## config.mk

```make
export PLATFORM = sky130hd
export DESIGN_NAME = ocig_ctrl
export DESIGN_NICKNAME = d
export VERILOG_FILES = /design/src/hw/rtl/ocig_pkg.sv /design/src/hw/rtl/ocig_ctrl.sv
export SDC_FILE = /design/constraint.sdc
export NUM_CORES = 1
export LEC_CHECK = 0
export BUFFER_PORTS_ARGS = -buffer_cell sky130_fd_sc_hd__buf_2
export CORE_MARGIN = 4
export CORE_UTILIZATION = 60
export DETAILED_ROUTE_END_ITERATION = 8
export PLACE_DENSITY_LB_ADDON = 0.2
export SLEW_MARGIN = 25
export SYNTH_ARGS = -nofsm -noshare
export SYNTH_HDL_FRONTEND = slang
export SYNTH_SLANG_ARGS = --single-unit
```

## constraint.sdc

```tcl
create_clock -name clk -period 2.8 [get_ports clk]
set_input_delay 0.42 -clock clk [delete_from_list [all_inputs] [get_ports clk]]
set_output_delay 0.42 -clock clk [all_outputs]
set_load 0.05 [all_outputs]
```

## src/hw/rtl/ocig_pkg.sv

```systemverilog
// ----------------------------------------------------------------------------
// ocig_pkg: shared definitions for the OLED controller graphics RAM block
// Panel geometry, graphics RAM addressing, item kinds and the RAM write bundle.
// ----------------------------------------------------------------------------
`default_nettype none

package ocig_pkg;

	// Panel geometry: 8 pages of 8 rows, WIDTH columns (16 to 128)
	localparam int WIDTH     = 128;
	localparam int PAGES     = 8;
	localparam int PAGE_W    = 3;
	localparam int COL_W     = 7;
	localparam int RAM_DEPTH = PAGES * WIDTH;
	localparam int ADDR_W    = $clog2(RAM_DEPTH);

	localparam logic [COL_W-1:0]  COL_MAX  = COL_W'(WIDTH - 1);
	localparam logic [ADDR_W-1:0] ADDR_MAX = ADDR_W'(RAM_DEPTH - 1);

	// Kind of an input item (carried in tuser)
	typedef enum logic [1:0] {
		MODE_START = 2'd0,
		MODE_STOP  = 2'd1,
		MODE_BYTE  = 2'd2,
		MODE_READ  = 2'd3
	} item_mode_t;

	// Write request into the graphics RAM
	typedef struct packed {
		logic              en;
		logic [ADDR_W-1:0] addr;
		logic [7:0]        data;
	} gram_wr_t;

	// Byte address of page p, column c
	function automatic logic [ADDR_W-1:0] gram_addr(
		input logic [PAGE_W-1:0] page,
		input logic [COL_W-1:0]  col
	);
		gram_addr = ADDR_W'(page) * ADDR_W'(WIDTH) + ADDR_W'(col);
	endfunction

endpackage

`default_nettype wire

```

## src/hw/rtl/ocig_ctrl.sv

```systemverilog
// ----------------------------------------------------------------------------
// ocig_ctrl: bus parser and command decoder
// Tracks the bus phase, decodes commands and parameters, keeps the column and
// page pointers with their windows and issues graphics RAM writes for data.
// ----------------------------------------------------------------------------
`default_nettype none

module ocig_ctrl (
	input  wire logic                 clk,
	input  wire logic                 arst_n,
	input  wire logic                 item_fire,
	input  wire logic [1:0]           mode,
	input  wire logic [7:0]           bus_byte,
	output ocig_pkg::gram_wr_t        wr,
	output logic                      disp_next,
	output logic                      inv_next
);

	localparam int COL_W  = ocig_pkg::COL_W;
	localparam int PAGE_W = ocig_pkg::PAGE_W;

	localparam logic [7:0] WIDTH_B = 8'(ocig_pkg::WIDTH);

	// Command opcodes
	localparam logic [7:0] CMD_NONE      = 8'h00;
	localparam logic [7:0] CMD_ADDR_MODE = 8'h20;
	localparam logic [7:0] CMD_COL_WIN   = 8'h21;
	localparam logic [7:0] CMD_PAGE_WIN  = 8'h22;
	localparam logic [7:0] CMD_CONTRAST  = 8'h81;
	localparam logic [7:0] CMD_CHG_PUMP  = 8'h8D;
	localparam logic [7:0] CMD_NORMAL    = 8'hA6;
	localparam logic [7:0] CMD_INVERSE   = 8'hA7;
	localparam logic [7:0] CMD_MUX_RATIO = 8'hA8;
	localparam logic [7:0] CMD_DISP_OFF  = 8'hAE;
	localparam logic [7:0] CMD_DISP_ON   = 8'hAF;
	localparam logic [7:0] CMD_OFFSET    = 8'hD3;
	localparam logic [7:0] CMD_CLK_DIV   = 8'hD5;
	localparam logic [7:0] CMD_PRECHARGE = 8'hD9;
	localparam logic [7:0] CMD_COM_PINS  = 8'hDA;
	localparam logic [7:0] CMD_VCOMH     = 8'hDB;

	// Addressing modes
	localparam logic [1:0] AM_HORZ = 2'd0;
	localparam logic [1:0] AM_VERT = 2'd1;
	localparam logic [1:0] AM_PAGE = 2'd2;

	// Upper opcode bits of the command groups
	localparam logic [4:0] PAGE_CMD_HI       = 5'b10110;
	localparam logic [3:0] COL_LO_CMD_HI     = 4'h0;
	localparam logic [3:0] COL_HI_CMD_HI     = 4'h1;
	localparam logic [1:0] START_LINE_CMD_HI = 2'b01;

	typedef enum logic [1:0] {
		PH_ADDR    = 2'd0,
		PH_CTRL    = 2'd1,
		PH_PAYLOAD = 2'd2
	} phase_t;

	phase_t              phase_q, phase_d;
	logic [COL_W-1:0]    col_q, col_d;
	logic [PAGE_W-1:0]   page_q, page_d;
	logic [COL_W-1:0]    cws_q, cws_d, cwe_q, cwe_d;
	logic [PAGE_W-1:0]   pws_q, pws_d, pwe_q, pwe_d;
	logic [1:0]          amode_q, amode_d;
	logic                disp_q, disp_d, inv_q, inv_d;
	logic [7:0]          pend_q, pend_d, fparam_q, fparam_d;
	logic                pcnt_q, pcnt_d;
	logic                is_data_q, is_data_d, cont_q, cont_d;
	logic [7:0]          hi_col;
	logic                has_param;

	assign hi_col = {bus_byte[3:0], 1'b0, col_q[2:0]} | {4'h0, col_q[3], 3'b000};

	always_comb begin
		case (bus_byte)
			CMD_ADDR_MODE, CMD_COL_WIN, CMD_PAGE_WIN, CMD_CONTRAST, CMD_CHG_PUMP,
			CMD_MUX_RATIO, CMD_OFFSET, CMD_CLK_DIV, CMD_PRECHARGE, CMD_COM_PINS,
			CMD_VCOMH: has_param = 1'b1;
			default:   has_param = 1'b0;
		endcase
	end

	// Next state for one accepted item
	always_comb begin
		phase_d   = phase_q;
		col_d     = col_q;
		page_d    = page_q;
		cws_d     = cws_q;
		cwe_d     = cwe_q;
		pws_d     = pws_q;
		pwe_d     = pwe_q;
		amode_d   = amode_q;
		disp_d    = disp_q;
		inv_d     = inv_q;
		pend_d    = pend_q;
		fparam_d  = fparam_q;
		pcnt_d    = pcnt_q;
		is_data_d = is_data_q;
		cont_d    = cont_q;
		wr        = '0;

		if (item_fire) begin
			case (ocig_pkg::item_mode_t'(mode))
				ocig_pkg::MODE_START, ocig_pkg::MODE_STOP: begin
					phase_d = PH_ADDR;
				end
				ocig_pkg::MODE_BYTE: begin
					case (phase_q)
						PH_ADDR: begin
							phase_d = PH_CTRL;
						end
						PH_CTRL: begin
							is_data_d = bus_byte[6];
							cont_d    = bus_byte[7];
							phase_d   = PH_PAYLOAD;
						end
						default: begin
							if (is_data_q) begin
								// Store data and advance the pointers
								if (col_q <= ocig_pkg::COL_MAX) begin
									wr.en   = 1'b1;
									wr.addr = ocig_pkg::gram_addr(page_q, col_q);
									wr.data = bus_byte;
									if (amode_q == AM_VERT) begin
										if (page_q >= pwe_q) begin
											page_d = pws_q;
											col_d  = (col_q >= cwe_q) ? cws_q : col_q + 1'b1;
										end else begin
											page_d = page_q + 1'b1;
										end
									end else begin
										if (col_q >= cwe_q) begin
											col_d = cws_q;
											if (amode_q == AM_HORZ) begin
												page_d = (page_q >= pwe_q) ? pws_q : page_q + 1'b1;
											end
										end else begin
											col_d = col_q + 1'b1;
										end
									end
								end
							end else if (pend_q != CMD_NONE) begin
								// Collect a parameter of the pending command
								if (pend_q == CMD_COL_WIN || pend_q == CMD_PAGE_WIN) begin
									if (!pcnt_q) begin
										fparam_d = bus_byte;
										pcnt_d   = 1'b1;
									end else begin
										if (pend_q == CMD_COL_WIN) begin
											cws_d = (fparam_q < WIDTH_B) ? fparam_q[COL_W-1:0] : '0;
											cwe_d = (bus_byte < WIDTH_B) ? bus_byte[COL_W-1:0]
											                             : ocig_pkg::COL_MAX;
											col_d = cws_d;
										end else begin
											pws_d  = fparam_q[PAGE_W-1:0];
											pwe_d  = bus_byte[PAGE_W-1:0];
											page_d = pws_d;
										end
										pend_d = CMD_NONE;
										pcnt_d = 1'b0;
									end
								end else begin
									if (pend_q == CMD_ADDR_MODE) begin
										amode_d = bus_byte[1:0];
									end
									pend_d = CMD_NONE;
									pcnt_d = 1'b0;
								end
							end else if (bus_byte == CMD_DISP_OFF) begin
								disp_d = 1'b0;
							end else if (bus_byte == CMD_DISP_ON) begin
								disp_d = 1'b1;
							end else if (bus_byte[7:3] == PAGE_CMD_HI) begin
								page_d = bus_byte[PAGE_W-1:0];
								col_d  = cws_q;
							end else if (bus_byte[7:4] == COL_LO_CMD_HI) begin
								col_d = {col_q[COL_W-1:4], bus_byte[3:0]};
							end else if (bus_byte[7:4] == COL_HI_CMD_HI) begin
								col_d = (hi_col >= WIDTH_B) ? ocig_pkg::COL_MAX
								                            : hi_col[COL_W-1:0];
							end else if (bus_byte[7:6] == START_LINE_CMD_HI) begin
								// Start line: ignore
							end else if (bus_byte == CMD_NORMAL) begin
								inv_d = 1'b0;
							end else if (bus_byte == CMD_INVERSE) begin
								inv_d = 1'b1;
							end else if (has_param) begin
								pend_d = bus_byte;
								pcnt_d = 1'b0;
							end
							if (cont_q) begin
								phase_d = PH_CTRL;
							end
						end
					endcase
				end
				default: begin
					// Pixel read leaves the control state alone
				end
			endcase
		end
	end

	assign disp_next = disp_d;
	assign inv_next  = inv_d;

	// Hold the control state
	always_ff @(posedge clk or negedge arst_n) begin
		if (!arst_n) begin
			phase_q   <= PH_ADDR;
			col_q     <= '0;
			page_q    <= '0;
			cws_q     <= '0;
			cwe_q     <= ocig_pkg::COL_MAX;
			pws_q     <= '0;
			pwe_q     <= '1;
			amode_q   <= AM_PAGE;
			disp_q    <= 1'b0;
			inv_q     <= 1'b0;
			pend_q    <= CMD_NONE;
			fparam_q  <= '0;
			pcnt_q    <= 1'b0;
			is_data_q <= 1'b0;
			cont_q    <= 1'b0;
		end else begin
			phase_q   <= phase_d;
			col_q     <= col_d;
			page_q    <= page_d;
			cws_q     <= cws_d;
			cwe_q     <= cwe_d;
			pws_q     <= pws_d;
			pwe_q     <= pwe_d;
			amode_q   <= amode_d;
			disp_q    <= disp_d;
			inv_q     <= inv_d;
			pend_q    <= pend_d;
			fparam_q  <= fparam_d;
			pcnt_q    <= pcnt_d;
			is_data_q <= is_data_d;
			cont_q    <= cont_d;
		end
	end

endmodule

`default_nettype wire

```

# --- Word-level counts from Yosys, hierarchy flattened ---
# Cells that the tools add are included.
totals:
  ff_bits: 55
  inputBits: 13
  elab_cells: 185
classes:
  magnitude_cmp: 6
  n_eq_ne: 46
  muxes: 83
  n_bitwise: 6
  n_addsub: 3
  reduce_logical: 25
op_table:
  columns: ["cell", "count"]
  rows:
  - ["$mux W7", 17]
  - ["$eq A8 B8 Y1 const B", 12]
  - ["$mux W8", 12]
  - ["$mux W19", 5]
  - ["$eq A8 B6 Y1 const B", 6]
  - ["$mux W3", 13]
  - ["$mux W1", 33]
  - ["$reduce_and A12 Y1", 2]
  - ["$lt A8 B8 Y1 const B", 2]
  - ["$ne A2 B2 Y1 const B", 8]
  - ["$reduce_and A8 Y1", 2]
  - ["$ne A3 B3 Y1 const B", 5]
  - ["$reduce_and A14 Y1", 1]
  - ["$reduce_and A7 Y1", 2]
  - ["$reduce_and A13 Y1", 1]
  - ["$reduce_and A11 Y1", 1]
  - ["$reduce_or A11 Y1", 1]
  - ["$add A10 B7 Y10", 1]
  - ["$ne A3 B2 Y1 const B", 3]
  - ["$eq A2 B1 Y1 const B", 4]
  - ["$ge A8 B8 Y1 const B", 1]
  - ["$ne A4 B4 Y1 const B", 2]
  - ["$or A8 B4 Y8", 1]
  - ["$pmux W2 S2", 2]
  - ["other kinds (22)", 32]

# --- Depth between registers and ports, before layout ---
# Gate-level depths: netlist (run 1).
logic_depth:
  ltp_word: 14
  depth_mapped: 8
  depth_no_buf: 8

# --- Worst setup path before layout (run 1) ---
# OpenSTA, ideal clock, no wires.
synth_path:
  kind: "flip-flop to output port"
  startpoint: "register col_q[1]"
  endpoint: "output port wr[10] (netlist bit)"
  stages_incl_launch_ff: 6
  path_slack_ps: 33
  arrival_ps: 2347
  cell_sequence: "dfrtp_1 ha_1 or4_1 nor3b_1 clkbuf_1 and2_1"
synth_rtl:
  columns: ["element", "line", "text"]
  rows:
  - ["from (decl)", "ocig_ctrl.sv:60", "logic [COL_W-1:0] col_q, col_d;"]
  - ["from (signal assigned)", "ocig_ctrl.sv:227", "col_q <= col_d;"]
  - ["to (decl)", "ocig_ctrl.sv:14", "output ocig_pkg::gram_wr_t wr,"]

==> metrics.md, run 1 <==
| Metric | Value |
|---|---|
| Dominant cell type by area after synthesis | `dfrtp_1` |
| Tightest Hold Check Type | `in -> async` |
| Area Overhead vs Synth | `10.94%` |
| CP endpoint kind | `primary output` |
| Place WS | `155.5 ps` |
| Tot Pwr | `approximately 1.8 mW` |
| Post-synthesis mux area share | `0.1115` |
| Combinational Power Share | `0.220` |
| CP Launch Type | `flip-flop` |
| Global-route wire length before repair | `14680 um` |
| Clock latency at the later pin of the worst-skew pair | `310 ps` |
| IO Pins | `34` |
| Num CTS Buffers | `5` |
| Sequential share of the synthesized area | `0.3822` |
| Clk_skew | `10.53 ps` |
| P_int | `1.200 mW` |
| Post-route cell area | `4035 um2` |
| Placer Congestion | `0.8580` |
| Library cells used by synthesis | `65` |
| Syn Area/Cell | `9.185 um2` |
| Max Cap Viol | `0` |
| Routed wire length | `8717 um` |
| Initial DRC count | `299` |
| Final setup vio count | `0` |
| Global route overflow | `0` |
| Port Buffer Count | `33` |
| CTS Hold Bufs | `0` |
| Peak VDD IR | `about 0.29 mV` |
| Post-DP HPWL | `roughly 6300 um` |
| Hold Vio Cnt, Final | `0` |
| Crit Path Max Fanout | `19` |
| Largest net degree at the start of global routing | `29` |
| Clk slew on worst S/H paths | `100 ps` |
| Crit Path Class | `reg -> out` |
| NetSw | `around 0.6 mW` |
| Switching share of power | `0.3300` |
| Placed Instances | `496` |
| Post-layout min period | `between 2000 and 3000 ps` |
| Antenna violations before repair | `0` |
| Via count | `3089` |
| Full die area | `7372 um2` |
| Yosys reg bits | `55` |
| XOR/XNOR Fraction of Synth Area | `0.02167` |
| Final cell count without fillers | `roughly 500` |
| # clock sinks | `55` |
| Nets | `between 400 and 500` |
| Routed len/inst | `approximately 17 um` |
| RSZ-0062 raised after global routing | `false` |
| Clock share of power | `0.251` |
| Critical Path AT | `approximately 2300 ps` |
| Yosys warns | `0` |
| Die width | `85.86 um` |
| Worst Path Required | `2380 ps` |
| Cell with the most instances after synthesis | `nand2_1` |
| Core area | `5886 um2` |
| Synth cell count leaders | `47 x nand2_1, 44 x dfrtp_1, 34 x o21ai_0` |
| Root buffer cell | `clkbuf_8` |
| Number of global-route vias before repair | `2989` |
| Placed Area | `3914 um2` |
| Synth area leaders | `dfrtp_1 30%, dfstp_2 7.9%, mux2_2 5.9%` |
| Part of the cycle the worst path needs | `0.9717` |
| Mapped cell area | `3637 um2` |
| Vias per cell | `6.117` |
| Synth Instances | `396` |
| Rows | `28` |
| Yosys top cell area share | `0.3027` |
| Post-Syn Nets | `422` |
| Worst slew pin tran | `669.2 ps` |
| ANT cells | `0` |
| CTS H-tree depth | `2` |
| Sequential Power Share | `0.529` |
| Ys async rst share | `1.000` |
| Lkg Pwr | `2.031 nW` |
| Adder-cell share of the synthesized area | `0.04472` |
| GRT Util Overall | `0.2513` |
| Synth Area in Compound Gates | `0.1579` |
| Post-Route Setup TNS | `0 ps` |
| DR DRC count | `0` |
| Max Transition Viols Final | `0` |
| Detail Route Antenna Nets | `0` |
| DR pass1 iterations | `5` |
| Fraction of layout cells with a size suffix above 1 | `0.2395` |
| Initial Util | `0.6180` |
| Largest family of logic cells by synthesized area | `simple AND/OR/NAND/NOR gates` |
| Rel. slew slack | `0.5538` |
| Simple-gate share of the synthesized area | `0.2243` |
| P per Cell Area | `~440 nW/um2` |
| FMAX | `367.5 MHz` |
| Outcome | `completed` |
| Dominant synthesized flop cell | `dfrtp_1` |
| Final setup margin | `around 79 ps` |
| Die height | `85.86 um` |
| Longest Clk Path Bufs | `2` |
| Post-synth EDFFs | `0` |
| CTS tree | `done` |
## per-layer routing
layer	vias to the layer above	share of wire	track usage
met3	25	0.066	0.03554
met5	-	0	0
met2	112	0.48	0.4156
met1	1485	0.43	0.3372
li1	1467	-	-
met4	0	0.027	0.08777
## path summary, 6_finish.rpt
path,slack (ps),cells after the start,end,startpoint
max in group asynchronous,2020,2,pwe_q[2],arst_n
worst max register to register,230,9,col_q[4],col_q[0]
worst max-delay path,80,6,wr[3],col_q[1]
min in group clk,320,2,phase_q[0],item_fire
worst min register to register,460,2,cwe_q[0],cwe_q[0]
worst min-delay path,130,1,col_q[2],arst_n
## sequential cells by signal (all words and copies together), names as in the netlist
register   count
cont_q         1
phase_q        2
col_q          7
pcnt_q         1
pws_q          3
cwe_q          7
disp_q         1
inv_q          1
pwe_q          3
pend_q         8
cws_q          7
fparam_q       8
page_q         3
amode_q        2
is_data_q      1
## area by class of cell
class                   instances  area [um2]
clock inverters                 2       17.52
clock buffers                   6       72.57
well taps                      75       93.84
repair buffers                 48       302.8
inverters                      28       105.1
flip-flops and latches         55        1391
multi-input cells             291        2052
fillers                       491        1851
## metrics by stage
step	hold slack (ps)	util
after detailed placement	451.6	0.6650
after floorplan	124.4	-
after global placement	450.4	0.6650
final	125.6	0.6856
after CTS	146.4	0.6813
after global routing	164.6	0.6856
## timing repair
item                       in CTS  in global routing
resized for setup               1                  2
setup buffers                   0                  1
setup endpoints to repair      19                 19
## power by group through the flow
stage          combinational [mW]  clock (mW)  sequential, mW
6_report                    0.395       0.450           0.947
5_1_grt                     0.439       0.488           0.958
4_1_cts                     0.390       0.459           0.945
3_5_place_dp                0.387           0           0.959
3_3_place_gp                0.377           0           0.955
2_1_floorplan               0.317           0           0.917
## cells in the final DEF, fill, tap and decap left out, types with 3 or more instances in the layout
cell,count
inv_1,28
nor2b_1,6
nand3b_1,7
o211a_1,4
o31ai_1,5
a211oi_1,4
clkbuf_8,5
o21ai_0,34
a31oi_1,3
dfrtp_1,43
ha_1,13
nand3_1,10
mux2i_1,15
mux2_2,19
nor3_1,8
nand2_1,47
and2_1,20
dfstp_2,11
buf_4,13
nor2_1,13
nand2b_1,7
a21o_1,4
nand4b_1,3
xnor2_1,5
buf_2,33
xor2_1,4
a21oi_1,12
## cell families (layout without fill, tap and decap cells)
logic type / count (synthesis) / count (layout)
compound gates: 87 / 87
mux: 37 / 37
simple gates: 145 / 145
flops: 55 / 55
fa+ha+maj: 13 / 13
xor+xnor: 9 / 9
buf+inv: 50 / 84
## critical path, stage by stage (launching register included)
cell     delay (ps)
dfrtp_2         480
ha_1            240
or4_4           570
nor3b_4         180
buf_12          150
and2_1          150
buf_2           200
No activity file was read; power rests on OpenSTA's default activity.
==> inputs of run 2 (changes only) <==
Settings changed: CORE_UTILIZATION 60 to 54, REMOVE_ABC_BUFFERS set to 1.
Clock period 2.8 ns to 2.3 ns, I/O delays scaled along.
==> run 2 against run 1 <==
Largest cell class unchanged. The run now ends with negative setup slack left. Sequential power increased by 18%. Hold slack worse by 65 ps. Final cell count up 8.7%. Flip-flop and latch count stayed put. Via count grew 7.5%. Core utilization up 3.9 points. First-iteration DRC count is 14% lower. Critical path type unchanged. Critical endpoint is now inv_next. Count of clock-buffer cells in the layout fell by 1. Global-route usage barely moved.
==> metrics.md, run 2 (synthesis results as in run 1) <==
| Metric | Value |
|---|---|
| Outcome | `finished with violations` |
| Violated checks | `negative setup slack` |
| Final cell count without fillers | `549` |
| Antenna violations before repair | `0` |
| Register area | `approximately 1400 um2` |
| Part of the cycle the worst path needs | `1.067` |
| DR pass1 iterations | `4` |
| Final setup vio count | `24` |
| Post-DP HPWL | `6922 um` |
| # clock sinks | `55` |
| ANT cells | `0` |
| Final core utilization | `0.7249` |
| Longest Clk Path Bufs | `2` |
| Critical Path AT | `2110 ps` |
| Rel. slew slack | `0.4513` |
| Crit path cell chain | `or3_4 > nor4_4 > nand3_1 > mux2_4 > buf_8` |
| Met3 Wirelength | `524 um` |
| Fin Hold WS | `60.77 ps` |
| Worst slew pin tran | `816.8 ps` |
| Routed wire length | `~10000 um` |
| Rows | `29` |
| Placer Congestion | `0.8813` |
| Max Transition Viols Final | `0` |
| Multi-input gate area | `2216 um2` |
| Vias per cell | `6.051` |
| Port Buffer Count | `33` |
| Clk_skew | `roughly 6.2 ps` |
| IO Pins | `34` |
| Via count | `3322` |
| Slowest CP cell | `dfrtp_1` |
| CTS tree | `done` |
| Top Registers | `fparam_q: 8 flops, pend_q: 8 flops` |
| Crit Path Class | `reg -> out` |
| Die height | `90.07 um` |
| Met1 Wirelength | `roughly 4500 um` |
| CP endpoint kind | `primary output` |
| Top Metal Used | `met4` |
| Placed Instances | `529` |
| Placed Area | `approximately 4100 um2` |
| Routed len/inst | `18.26 um` |
| CTS Hold Bufs | `0` |
| Tightest Hold Check Type | `in -> async` |
| Max Cap Viol | `0` |
| Area Overhead vs Synth | `28.72%` |
| GRT Util Overall | `0.2512` |
| Post-layout min period | `between 2000 and 2500 ps` |
| Hold Vio Cnt, Final | `0` |
| RSZ-0062 raised after global routing | `true` |
| Global-route wire length before repair | `16810 um` |
| Post-route cell area | `4682 um2` |
| Most frequent cells in the layout | `46 x nand2_1, 46 x buf_4, 43 x dfrtp_1, 28 x buf_6` |
| Fraction of layout cells with a size suffix above 1 | `0.3665` |
| Filler cell count | `472` |
| Crit Path Max Fanout | `3` |
| Global route overflow | `0` |
| Nets | `497` |
| Final setup margin | `-153.7 ps` |
| Detail Route Antenna Nets | `0` |
| CTS H-tree depth | `2` |
| P per Cell Area | `509.3 nW/um2` |
| Root buffer cell | `clkbuf_8` |
| Clock latency at the later pin of the worst-skew pair | `310 ps` |
| DR DRC count | `0` |
| Post-Route Setup TNS | `-2533 ps` |
| Initial DRC count | `258` |
| Die width | `90.07 um` |
| CP Launch Type | `flip-flop` |
| Largest net degree at the start of global routing | `30` |
| Worst Path Required | `1960 ps` |
| Place WS | `-236.0 ps` |
| Number of global-route vias before repair | `3314` |
| Num CTS Buffers | `5` |
| Clk slew on worst S/H paths | `110 ps` |
| Full die area | `8113 um2` |
| Initial Util | `0.5632` |
| Peak VDD IR | `around 0.39 mV` |
| WL met2 | `between 4000 and 5000 um` |
| Lkg Pwr | `2.306 nW` |
| FMAX | `about 400 MHz` |
| Tot Pwr | `about 2.4 mW` |
| Core area | `about 6500 um2` |
| Crit-path max cell delay | `430 ps` |
[run 2: changes by cell type in the layout (fill, tap and decap cells not counted), sizes merged]
cell,previous run,this run
buf,48,90
clkinv,2,0
clkbuf,6,5
clkinvlp,0,2
inv,28,29
[run 2: repair_timing]
item                                    in CTS  in global routing
endpoints found under the setup margin      29                 50
resized for setup                           64                 30
pin swaps                                   11                 18
buffers inserted                            10                  3
hold endpoints to repair                     0                  0
[run 2: area by class of cell]
| cell class | count | share of cell area |
|---|---|---|
| clock buffers | 5 | 0.01470 |
| clock inverters | 3 | 0.005077 |
| inverters | 28 | 0.02245 |
| multi-input cells | 291 | 0.4733 |
| flip-flops and latches | 55 | 0.2972 |
| well taps | 77 | 0.02058 |
| repair buffers | 90 | 0.1668 |
[run 2: metal layers]
metal | GRT usage | vias to the layer above
met1 | 0.3519 | 1647
li1 | - | 1547
met4 | 0.05612 | 0
met2 | 0.4194 | 113
met5 | 0 | -
met3 | 0.02755 | 15
[run 2: worst max-delay path: cells and delay by family, from the launching register on]
family | cells | cell delay (ps)
DFF | 1 | 430
buffers and inverters | 1 | 150
and+or+nand+nor | 3 | 880
muxes | 1 | 330
[run 2: worst paths after layout]
kind	start	end	slack (ps)	depth (start not counted)
setup / recovery	pend_q[0]	inv_next	-150	5
min in group clk	item_fire	phase_q[0]	300	3
hold reg to reg	cwe_q[0]	cwe_q[0]	490	2
max in group asynchronous	arst_n	cwe_q[5]	1580	2
setup reg to reg	col_q[0]	col_q[3]	-40	12
hold / removal	arst_n	page_q[2]	60	1
[run 2: power breakdown]
part	internal (mW)	switching, mW
logic	0.309	0.396
clock network	0.219	0.345
registers	1.05	0.0647
total	1.58	0.806
